## src/hw/rtl/rce_pkg.sv

```systemverilog
// record code encoder package: shared types, constants and lookup functions
// depends on nothing; used by the serializer, the top level and the testbench

package rce_pkg;

  localparam int unsigned CodeLen   = 16;
  localparam int unsigned SymW      = 5;
  localparam int unsigned LetterW   = 7;

  localparam logic [15:0] CRC_POLY  = 16'h1021;
  localparam logic [7:0]  XOR_SEED  = 8'hC3;
  localparam logic [23:0] TIME_LIMIT = 24'd240000;
  localparam logic [13:0] KC_LIMIT  = 14'h200;
  localparam logic [23:0] MS_PER_MIN = 24'd60000;
  localparam logic [17:0] MS_PER_SEC = 18'd1000;
  localparam logic [13:0] KART_MULT = 14'd37;

  // letter alphabet, first letter in the top byte
  localparam logic [255:0] SYM_LETTERS = "S7LCX3JZE8FG4HBKWN52YPA6RTU9VMDQ";

  localparam logic [5:0] COURSE_TAB [32] = '{
    6'd20, 6'd22, 6'd31, 6'd18, 6'd27, 6'd28, 6'd33, 6'd24,
    6'd30, 6'd17, 6'd25, 6'd19, 6'd34, 6'd26, 6'd32, 6'd29,
    6'd10, 6'd11, 6'd13, 6'd14, 6'd35, 6'd16, 6'd12, 6'd9,
    6'd15, 6'd36, 6'd37, 6'd38, 6'd39, 6'd23, 6'd40, 6'd1
  };

  // serializer input: one finished code
  typedef struct packed {
    logic                           rej;
    logic [CodeLen-1:0][SymW-1:0]    sym;
    logic [CodeLen-1:0][LetterW-1:0] letter;
  } ser_in_t;

  // {found, position}, lowest matching slot wins
  function automatic logic [5:0] course_lookup(logic [5:0] id);
    logic [5:0] res;
    res = 6'd0;
    for (int k = 31; k >= 0; k--) begin
      if (COURSE_TAB[k] == id) begin
        res = {1'b1, 5'(k)};
      end
    end
    return res;
  endfunction

  // crc-16/xmodem update by one byte, msb first
  function automatic logic [15:0] crc_byte(logic [15:0] crc_in, logic [7:0] b);
    logic [15:0] c;
    c = crc_in ^ {b, 8'h00};
    for (int i = 0; i < 8; i++) begin
      c = c[15] ? ({c[14:0], 1'b0} ^ CRC_POLY) : {c[14:0], 1'b0};
    end
    return c;
  endfunction

  function automatic logic [LetterW-1:0] letter_of(logic [SymW-1:0] s);
    logic [7:0] base;
    base = {~s, 3'b000};
    return SYM_LETTERS[base +: LetterW];
  endfunction

endpackage

```

## src/hw/rtl/rce_intf.sv

```systemverilog
// record code encoder channel interfaces: record input and code letter output
// depends on nothing; each carries valid, ready and the beat payload

interface rce_rec_if;
  logic        valid;
  logic        ready;
  logic [7:0]  minutes;
  logic [7:0]  seconds;
  logic [15:0] millis;
  logic [5:0]  course_code;
  logic [7:0]  driver;
  logic [7:0]  vehicle;
  logic [15:0] name_first;
  logic [15:0] name_second;

  modport source (
    output valid, minutes, seconds, millis, course_code, driver, vehicle,
           name_first, name_second,
    input  ready
  );
  modport sink (
    input  valid, minutes, seconds, millis, course_code, driver, vehicle,
           name_first, name_second,
    output ready
  );
endinterface

interface rce_code_if;
  logic       valid;
  logic       ready;
  logic       ok;
  logic [3:0] position;
  logic [4:0] symbol;
  logic [6:0] letter;
  logic       last;

  modport source (
    output valid, ok, position, symbol, letter, last,
    input  ready
  );
  modport sink (
    input  valid, ok, position, symbol, letter, last,
    output ready
  );
endinterface

```

## src/hw/rtl/rce_ser.sv

```systemverilog
// record code encoder serializer: holds one code and sends it letter by letter
// depends on rce_pkg and the rce_code_if interface

module rce_ser import rce_pkg::*; (
  input  logic    clk_i,
  input  logic    rst_ni,
  input  logic    in_valid_i,
  input  ser_in_t in_data_i,
  output logic    in_ready_o,
  rce_code_if.source code_o
);

  logic       busy_q, busy_d;
  logic [3:0] cnt_q, cnt_d;
  ser_in_t    hold_q;
  logic       fire, last_beat, load;

  assign last_beat  = hold_q.rej | (cnt_q == 4'(CodeLen - 1));
  assign fire       = busy_q & code_o.ready;
  assign in_ready_o = ~busy_q | (fire & last_beat);
  assign load       = in_valid_i & in_ready_o;

  always_comb begin
    busy_d = busy_q;
    cnt_d  = cnt_q;
    if (load) begin
      busy_d = 1'b1;
      cnt_d  = 4'd0;
    end else if (fire & last_beat) begin
      busy_d = 1'b0;
    end else if (fire) begin
      cnt_d = cnt_q + 4'd1;
    end
  end

  always_ff @(posedge clk_i or negedge rst_ni) begin
    if (!rst_ni) begin
      busy_q <= 1'b0;
      cnt_q  <= 4'd0;
    end else begin
      busy_q <= busy_d;
      cnt_q  <= cnt_d;
    end
  end

  always_ff @(posedge clk_i) begin
    if (load) begin
      hold_q <= in_data_i;
    end
  end

  // a rejected record sends a single zeroed beat
  assign code_o.valid    = busy_q;
  assign code_o.ok       = ~hold_q.rej;
  assign code_o.position = hold_q.rej ? 4'd0 : cnt_q;
  assign code_o.symbol   = hold_q.rej ? '0 : hold_q.sym[cnt_q];
  assign code_o.letter   = hold_q.rej ? '0 : hold_q.letter[cnt_q];
  assign code_o.last     = last_beat;

endmodule

```

## src/hw/rtl/record_code_encoder.sv

```systemverilog
// record code encoder top level: seven-stage encode pipeline and letter serializer
// depends on rce_pkg, rce_rec_if / rce_code_if and rce_ser

// One record beat in, sixteen letter beats out (or one beat with ok low when the
// record is rejected: total time of 240000 ms or more, unknown course id, or
// character*37+kart of 512 or more). The record goes through seven register
// stages (products, sums, limit checks with the first crc bytes, three more crc
// stages of two bytes each, then the xor chain and letter mapping), and a new
// record may enter every cycle while the pipeline has room. The first letter is
// driven from the serializer's hold register, loaded from the seventh stage.
// Sustained rate is set by the output port: a valid code takes sixteen letter
// beats and a rejected one a single beat.

module record_code_encoder import rce_pkg::*; (
  input  logic clk_i,
  input  logic rst_ni,
  rce_rec_if.sink    rec_i,
  rce_code_if.source code_o
);

  // stage 1: products and course search
  typedef struct packed {
    logic [23:0] min_ms;
    logic [17:0] sec_ms;
    logic [15:0] millis;
    logic [4:0]  pos;
    logic        found;
    logic [13:0] drv_x;
    logic [7:0]  vehicle;
    logic [15:0] name_first;
    logic [15:0] name_second;
  } s1_t;

  // stage 2: total time and kart/character value
  typedef struct packed {
    logic [23:0] total;
    logic [13:0] kc;
    logic [4:0]  pos;
    logic        found;
    logic [15:0] name_first;
    logic [15:0] name_second;
  } s2_t;

  // stages 3 to 6: packed bytes and running crc
  typedef struct packed {
    logic        rej;
    logic [63:0] data;
    logic [15:0] crc;
  } crc_t;

  logic [7:1] v_q, v_d, v_in;
  logic [8:1] rdy;
  logic       ser_rdy;

  s1_t     s1_q, s1_d;
  s2_t     s2_q, s2_d;
  crc_t    crc_q [4];
  crc_t    crc_d [4];
  ser_in_t s7_q, s7_d;

  // stall chain: a stage loads when it is empty or its content moves on
  always_comb begin
    rdy[8] = ser_rdy;
    for (int k = 7; k >= 1; k--) begin
      rdy[k] = ~v_q[k] | rdy[k+1];
    end
  end

  assign rec_i.ready = rdy[1];
  assign v_in        = {v_q[6:1], rec_i.valid};
  assign v_d         = (rdy[7:1] & v_in) | (~rdy[7:1] & v_q);

  always_ff @(posedge clk_i or negedge rst_ni) begin
    if (!rst_ni) begin
      v_q <= '0;
    end else begin
      v_q <= v_d;
    end
  end

  // stage 1
  always_comb begin
    logic [5:0] look;
    look              = course_lookup(rec_i.course_code);
    s1_d.min_ms       = 24'(rec_i.minutes) * MS_PER_MIN;
    s1_d.sec_ms       = 18'(rec_i.seconds) * MS_PER_SEC;
    s1_d.millis       = rec_i.millis;
    s1_d.found        = look[5];
    s1_d.pos          = look[4:0];
    s1_d.drv_x        = 14'(rec_i.driver) * KART_MULT;
    s1_d.vehicle      = rec_i.vehicle;
    s1_d.name_first   = rec_i.name_first;
    s1_d.name_second  = rec_i.name_second;
  end

  // stage 2
  always_comb begin
    s2_d.total       = s1_q.min_ms + 24'(s1_q.sec_ms) + 24'(s1_q.millis);
    s2_d.kc          = s1_q.drv_x + 14'(s1_q.vehicle);
    s2_d.pos         = s1_q.pos;
    s2_d.found       = s1_q.found;
    s2_d.name_first  = s1_q.name_first;
    s2_d.name_second = s1_q.name_second;
  end

  // stage 3: limit checks, byte packing, crc over bytes 0 and 1
  always_comb begin
    logic [31:0] word;
    word = {s2_q.total[17:0], s2_q.pos, s2_q.kc[8:0]};
    crc_d[0].rej  = (s2_q.total >= TIME_LIMIT) | ~s2_q.found | (s2_q.kc >= KC_LIMIT);
    crc_d[0].data = {s2_q.name_second, s2_q.name_first, word};
    crc_d[0].crc  = crc_byte(crc_byte(16'h0000, word[7:0]), word[15:8]);
  end

  // stages 4 to 6: two more bytes each
  for (genvar j = 1; j < 4; j++) begin : g_crc
    always_comb begin
      crc_d[j]     = crc_q[j-1];
      crc_d[j].crc = crc_byte(crc_byte(crc_q[j-1].crc, crc_q[j-1].data[16*j +: 8]),
                              crc_q[j-1].data[16*j+8 +: 8]);
    end
  end

  // stage 7: xor chain from the last byte down, then 5-bit groups msb first
  always_comb begin
    logic [7:0]  key;
    logic [79:0] plain;
    logic [79:0] stream;
    plain = {crc_q[3].crc[7:0], crc_q[3].crc[15:8], crc_q[3].data};
    key   = XOR_SEED;
    for (int i = 9; i >= 0; i--) begin
      key                    = plain[8*i +: 8] ^ key;
      stream[79-8*i -: 8]    = key;
    end
    s7_d.rej = crc_q[3].rej;
    for (int k = 0; k < CodeLen; k++) begin
      s7_d.sym[k]    = stream[79-5*k -: 5];
      s7_d.letter[k] = letter_of(stream[79-5*k -: 5]);
    end
  end

  // payload registers, no reset
  always_ff @(posedge clk_i) begin
    if (rdy[1]) s1_q <= s1_d;
    if (rdy[2]) s2_q <= s2_d;
    if (rdy[3]) crc_q[0] <= crc_d[0];
    if (rdy[4]) crc_q[1] <= crc_d[1];
    if (rdy[5]) crc_q[2] <= crc_d[2];
    if (rdy[6]) crc_q[3] <= crc_d[3];
    if (rdy[7]) s7_q <= s7_d;
  end

  // letter serializer and output register
  rce_ser u_ser (
    .clk_i      (clk_i),
    .rst_ni     (rst_ni),
    .in_valid_i (v_q[7]),
    .in_data_i  (s7_q),
    .in_ready_o (ser_rdy),
    .code_o     (code_o)
  );

endmodule

```

## src/flat_wrapper.sv

```systemverilog
// flat-port wrapper written by rule: the top's interface ports become plain ports
module record_code_encoder_flat import rce_pkg::*;
  (clk_i, rst_ni, rec_i_valid, rec_i_minutes, rec_i_seconds, rec_i_millis, rec_i_course_code, rec_i_driver, rec_i_vehicle, rec_i_name_first, rec_i_name_second, rec_i_ready, code_o_valid, code_o_ok, code_o_position, code_o_symbol, code_o_letter, code_o_last, code_o_ready);
  rce_rec_if rec_i_i ();
  rce_code_if code_o_i ();
  input  logic clk_i;
  input  logic rst_ni;
  input wire logic [$bits(rec_i_i.valid)-1:0] rec_i_valid;
  input wire logic [$bits(rec_i_i.minutes)-1:0] rec_i_minutes;
  input wire logic [$bits(rec_i_i.seconds)-1:0] rec_i_seconds;
  input wire logic [$bits(rec_i_i.millis)-1:0] rec_i_millis;
  input wire logic [$bits(rec_i_i.course_code)-1:0] rec_i_course_code;
  input wire logic [$bits(rec_i_i.driver)-1:0] rec_i_driver;
  input wire logic [$bits(rec_i_i.vehicle)-1:0] rec_i_vehicle;
  input wire logic [$bits(rec_i_i.name_first)-1:0] rec_i_name_first;
  input wire logic [$bits(rec_i_i.name_second)-1:0] rec_i_name_second;
  output wire logic [$bits(rec_i_i.ready)-1:0] rec_i_ready;
  output wire logic [$bits(code_o_i.valid)-1:0] code_o_valid;
  output wire logic [$bits(code_o_i.ok)-1:0] code_o_ok;
  output wire logic [$bits(code_o_i.position)-1:0] code_o_position;
  output wire logic [$bits(code_o_i.symbol)-1:0] code_o_symbol;
  output wire logic [$bits(code_o_i.letter)-1:0] code_o_letter;
  output wire logic [$bits(code_o_i.last)-1:0] code_o_last;
  input wire logic [$bits(code_o_i.ready)-1:0] code_o_ready;
  assign rec_i_i.valid = rec_i_valid;
  assign rec_i_i.minutes = rec_i_minutes;
  assign rec_i_i.seconds = rec_i_seconds;
  assign rec_i_i.millis = rec_i_millis;
  assign rec_i_i.course_code = rec_i_course_code;
  assign rec_i_i.driver = rec_i_driver;
  assign rec_i_i.vehicle = rec_i_vehicle;
  assign rec_i_i.name_first = rec_i_name_first;
  assign rec_i_i.name_second = rec_i_name_second;
  assign rec_i_ready = rec_i_i.ready;
  assign code_o_valid = code_o_i.valid;
  assign code_o_ok = code_o_i.ok;
  assign code_o_position = code_o_i.position;
  assign code_o_symbol = code_o_i.symbol;
  assign code_o_letter = code_o_i.letter;
  assign code_o_last = code_o_i.last;
  assign code_o_i.ready = code_o_ready;
  record_code_encoder u_core (.clk_i(clk_i), .rst_ni(rst_ni), .rec_i(rec_i_i), .code_o(code_o_i));
endmodule
```

## config.mk

```make
export PLATFORM = sky130hd
export DESIGN_NAME = record_code_encoder_flat
export DESIGN_NICKNAME = d
export VERILOG_FILES = /design/src/hw/rtl/rce_pkg.sv /design/src/hw/rtl/rce_intf.sv /design/src/hw/rtl/rce_ser.sv /design/src/hw/rtl/record_code_encoder.sv /design/src/flat_wrapper.sv
export SDC_FILE = /design/constraint.sdc
export NUM_CORES = 1
export LEC_CHECK = 0
export CORE_MARGIN = 2
export CORE_UTILIZATION = 60
export CTS_CLUSTER_SIZE = 14
export DETAILED_ROUTE_END_ITERATION = 7
export DONT_BUFFER_PORTS = 1
export PLACE_DENSITY = 0.84
export SLEW_MARGIN = 40
export SYNTH_ARGS = -nofsm -noshare
export SYNTH_HDL_FRONTEND = slang
export SYNTH_SLANG_ARGS = --single-unit
```

## constraint.sdc

```tcl
create_clock -name clk_i -period 21.1 [get_ports clk_i]
set_input_delay 4.22 -clock clk_i [delete_from_list [all_inputs] [get_ports clk_i]]
set_output_delay 4.22 -clock clk_i [all_outputs]
set_load 0.005 [all_outputs]
```

After elaboration in Yosys (flattened, before gate mapping)
Memories as Yosys holds them, arrays and structs flattened.
Index checks and enable logic that the tools add are counted.
W data, S select, Z words.
{"block": "word_totals", "ff_bits": 584, "mem_bits_rw": 324, "inputBits": 90, "output_inout_bits": 20, "memories": 1}
{"block": "classes", "muxes": 115, "order_cmp": 3, "n_mul": 3, "eq_ne": 34, "reduce_logical": 8, "shift": 16, "bitwise": 125, "add_sub_neg": 4}
{"memory": "u_core.crc_q", "words": 4, "width": 81, "rd": 4, "rd_ports_with_merged_regs": 0, "write_ports": 4, "line": "record_code_encoder.sv:57", "text": "crc_t crc_q [4];"}
{"op": "$shiftx A256 B9 Y7 const A", "n": 16}
{"op": "$mux W13", "n": 64}
{"op": "$not A3 Y3", "n": 64}
{"op": "$xor A16 B16 Y16", "n": 7}
{"op": "$eq A5 B6 Y1 const A", "n": 15}
{"op": "$mux W5", "n": 17}
{"op": "$not A5 Y5", "n": 16}
{"op": "$xor A8 B8 Y8", "n": 9}
{"op": "$eq A6 B6 Y1 const A", "n": 9}
{"op": "$mux W4", "n": 12}
{"op": "$eq A4 B6 Y1 const A", "n": 7}
{"op": "$reduce_or A31 Y1", "n": 1}
{"op": "$bmux W7 S4", "n": 1}
{"op": "$add A24 B16 Y24", "n": 1}
{"op": "$add A24 B18 Y24", "n": 1}
{"op": "$ge A24 B18 Y1 const B", "n": 1}
{"op": "$bmux W5 S4", "n": 1}
{"op": "$mul A8 B11 Y19 const B", "n": 1}
{"op": "$reduce_or A16 Y1", "n": 1}
{"op": "$mul A8 B7 Y15 const B", "n": 1}
{"op": "$add A14 B8 Y14", "n": 1}
{"op": "$and A7 B7 Y7", "n": 2}
{"op": "$ge A14 B10 Y1 const B", "n": 1}
{"op": "$mul A8 B6 Y14 const B", "n": 1}
{"op": "21 further kinds", "n": 58}

Longest topological paths before layout
An unclocked memory read counts as a cell.
{"block": "depth", "ltp_word": 35, "ltp_mapped": 16}

Hierarchy
Synthesis repeated with hierarchy kept, for this count alone.
{"block": "unflattened", "hier_cells": 3102, "hier_area_um2": 44066.0}
{"module": "record_code_encoder", "seq_area_each_um2": 21285.4, "area_each_um2": 36361.1, "cells_per_inst": 2730, "instances": 1}
{"module": "rce_ser", "seq_area_each_um2": 5920.7, "area_each_um2": 7704.9, "cells_per_inst": 372, "instances": 1}

Worst setup path after synthesis
Ideal clock, no wire load.
{"block": "synth_path", "path_kind": "input to output", "start": "in code_o_ready", "end": "out rec_i_ready", "slack_ns": 6.322, "path_buffers": 0, "arrival_ns": 10.558, "stages": 5, "cell_sequence": "a21boi_0 > and2_1 > nand3_1 > nor2_1 > nand4_1"}
{"block": "synth_via", "elab_chain_cells": 10}
{"element": "start: declaration", "line": "flat_wrapper.sv:24", "text": "input wire logic [$bits(code_o_i.ready)-1:0] code_o_ready;"}
{"element": "$and A1 B1 Y1", "line": "rce_ser.sv:19", "text": "assign fire = busy_q & code_o.ready;"}
{"element": "$and A1 B1 Y1", "line": "rce_ser.sv:20", "text": "assign in_ready_o = ~busy_q | (fire & last_beat);"}
{"element": "$or A1 B1 Y1", "line": "rce_ser.sv:20"}
{"element": "$or A1 B1 Y1 (3 in series)", "line": "record_code_encoder.sv:65", "text": "rdy[k] = ~v_q[k] | rdy[k+1];"}
{"element": "via u_core.rdy (one bit)", "line": "record_code_encoder.sv:52", "text": "logic [8:1] rdy;"}
{"element": "$or A1 B1 Y1 (4 in series)", "line": "record_code_encoder.sv:65"}
{"element": "end: declaration", "line": "flat_wrapper.sv:17", "text": "output wire logic [$bits(rec_i_i.ready)-1:0] rec_i_ready;"}
The timed path passes the listed nets, and every way through them passes these cells.

Final worst setup path
Ends and elaborated chain as after synthesis.

==> summary.md <==
| Metric | Value |
|---|---|
| Async set-reset flop share out of synthesis | `1.322%` |
| # hold bufs at CTS | `0` |
| Max frequency | `0.08661 GHz` |
| Type of element capturing the critical path | `output pin` |
| Yosys cell types | `76` |
| R2R Path Start | `u_core.crc_q[3][7]$_DFFE_PP_` |
| Critical path peak fanout | `44` |
| Die H | `274.6 um` |
| Syn_area_per_cell | `14.44 sq um` |
| Prevailing post-synth register cell | `edfxtp_1` |
| Final setup vio count | `0` |
| FF+latch area | `27,210 sq um` |
| Status | `finished, final reports clean` |
| Number of buffers created by CTS | `88` |
| Drt drc | `0` |
| Final Hold Fails | `0` |
| Critical path, cell by cell | `a21boi_0 -> and2_1 -> nand3_4 -> buf_12 -> nor2_1 -> nand4_1 -> buf_4` |
| Slowest CP cell | `and2_1` |
| Commonest cells after routing, fill and taps aside | `edfxtp_1, ha_1, xnor2_1, nand2_1, inv_1` |
| CP Launch Point | `code_o_ready` |
| Crit Path Category | `input port to output pin` |
| Register area share after synthesis | `61.92%` |
| CTS tree | `done` |
| Yosys warnings | `0` |
| Number of global-route vias before repair | `23.81k` |
| Slew headroom | `43.48%` |
| ANT nets after route | `0` |
| TritonRoute pass-1 iters | `6` |
| Worst Hold Class | `register to register` |
| Final Net Count | `3,490` |
| Max-cap violations | `0` |
| Critical hold path startpoint | `u_core.s7_q[143]$_DFFE_PP_` |
| Unrepaired setup endpoints after global routing | `no` |
| Critical Path AT | `7.33 ns` |
| Core Region | `72,710 sq um` |
| Layout Skew | `0.02782 ns` |
| Clk buf depth | `3` |
| Initial antenna violation count | `9` |
| DPL Wire Length | `60,150 um` |
| Yosys reg bits | `908` |
| Syn-to-layout area delta | `9.586%` |
| Grt ovf | `0` |
| Layout cell share with drive strength beyond 1 | `10.19%` |
| CTS root buffer | `clkbuf_16` |
| WHS | `0.3994 ns` |
| Multi-input logic area | `15,780 sq um` |
| Starting Density | `60.43%` |
| Fillers | `4,788` |
| H-tree depth | `3` |
| GR Util All Layers | `22.83%` |
| Commonest non-fill, non-tap cell in the layout | `edfxtp_1` |
| Post-DR wirelength/cell | `20.65 um` |
| Tcrit/Tclk final | `54.72%` |
| Worst-margin pin slew | `0.8436 ns` |
| 1st-iter DRT viols | `2,430` |
| Die Area | `75,410 sq um` |
| Clock-pin slew on the worst setup and hold paths | `0.06 ns` |
| Die extent in x | `274.6 um` |
| Slew Limit Fails | `0` |
| Clock latency on the worst-skew pair | `0.66 ns` |
| # IOs | `110` |
| Setup TNS | `0 ns` |
| Drt total wl | `84,700 um` |
| CP required | `16.88 ns` |
| Final min period | `11.55 ns` |
| Routed vias | `24.07k` |
| Resized cells post-CTS | `0` |
| Mapped Cells | `3,042` |
| Site row count | `99` |
| I/O Buffers | `0` |
| Clock sink count | `908` |
| Setup Fix Bufs, Post-CTS | `0` |
| Number of synthesized flops with an enable pin | `896` |
| Largest net degree at the start of global routing | `110` |
| Global-route wire length before repair | `132,400 um` |
| CP Launch Type | `input port` |
| Vias per cell | `5.870` |
| Synth Cell Area | `43,940 sq um` |
| Slowest stage delay, CP | `0.66 ns` |
| Gp weighted congestion | `0.8900` |
| Syn_nets | `3,460` |
-- synth_stat cells (13+ instances only) --
library cell	number	share of area, %
a211oi_1	33	0.56
xor2_1	78	1.6
o21ai_0	142	1.6
nand2_1	202	1.7
xnor2_1	223	4.4
nor3_1	32	0.36
o31ai_1	13	0.22
o211ai_1	36	0.62
a21o_1	16	0.27
mux2i_1	33	0.75
xnor2_2	19	0.70
a21oi_1	148	1.7
and2_1	17	0.24
nand3_1	44	0.50
clkbuf_1	72	0.62
inv_2	15	0.13
o22ai_1	18	0.26
o21bai_1	13	0.22
inv_1	179	1.5
a31oi_1	34	0.48
nand2b_1	14	0.20
nor2_1	158	1.3
mux4_2	65	3.3
edfxtp_1	896	61
fa_1	61	2.8
ha_1	267	7.6
-- registers in the layout, summed over array words and instances (netlist names), named ones only --
register,flops
u_core.s1_q,110
u_core.u_ser.cnt_q,4
u_core.s2_q,12
u_core.s7_q,193
u_core.u_ser.code_o.valid,1
u_core.crc_d,64
u_core.crc_q,324
u_core.u_ser.hold_q,193
-- path summary, 6_finish.rpt --
check | endpoint | slack [ns] | cells past startpoint
max reg2reg | u_core.s7_q[30]$_DFFE_PP_ | 15.51 | 14
max | rec_i_ready | 9.55 | 7
min reg2reg | u_core.u_ser.hold_q[143]$_DFFE_PP_ | 0.40 | 0
min in group asynchronous | async pin | 3.25 | 0
max in group asynchronous | u_core.u_ser.cnt_q[0]$_DFFE_PN0P_ | 17.75 | 0
min | u_core.u_ser.hold_q[143]$_DFFE_PP_ | 0.40 | 0
-- critical path, delay by kind of cell --
| family | cells | cell delay [ns] |
|---|---|---|
| compound gates | 1 | 0.39 |
| buf+inv | 2 | 0.69 |
| simple gates | 4 | 2.00 |
-- metrics by stage --
stage	std cells	utilization [%]	setup WS [ns]	instance area, sq um
2_1_floorplan	3042	-	6.322	43940
3_3_place_gp	3936	61.93	9.480	45030
3_5_place_dp	3939	62.10	9.526	45150
4_1_cts	4098	66.07	9.494	48040
5_1_grt	4101	66.22	9.217	48150
6_report	4101	66.22	9.554	48150
-- per-layer routing --
layer | vias up | wire (um) | part of all wire (%) | track usage, %
met3 | 170 | 5522 | 6.5 | 4.242
met4 | 12 | 3080 | 3.6 | 8.510
met1 | 11770 | 34450 | 41 | 30.26
met2 | 829 | 41570 | 49 | 37.97
met5 | - | 77 | 0.091 | 0
li1 | 11290 | - | - | -
-- logic make-up (layout without fill, tap and decap cells) --
family / Yosys count / in the layout / synth area share, %
AO/OA/AOI/OAI: 551 / 551 / 7.857
other: 0 / 1 / 0
AND/OR/NAND/NOR: 512 / 512 / 5.052
flip-flops: 908 / 908 / 61.92
multiplexers: 108 / 108 / 4.340
XOR/XNOR: 343 / 343 / 7.903
adder cells (fa/ha/maj): 328 / 328 / 10.38
buffers and inverters: 292 / 391 / 2.543
-- final cells by class --
class                   count  area share [%]
diodes                      1        0.005197
multi-input cells        1842           32.78
clock inverters            60           1.328
inverters                 202           1.606
flip-flops and latches    908           56.51
well taps                 959           2.492
clock buffers              99           4.659
repair buffers             30          0.6159
Power is left out: the tool's default activity adds up to more than one toggle a clock period on the data nets, which glitch-free logic cannot reach.
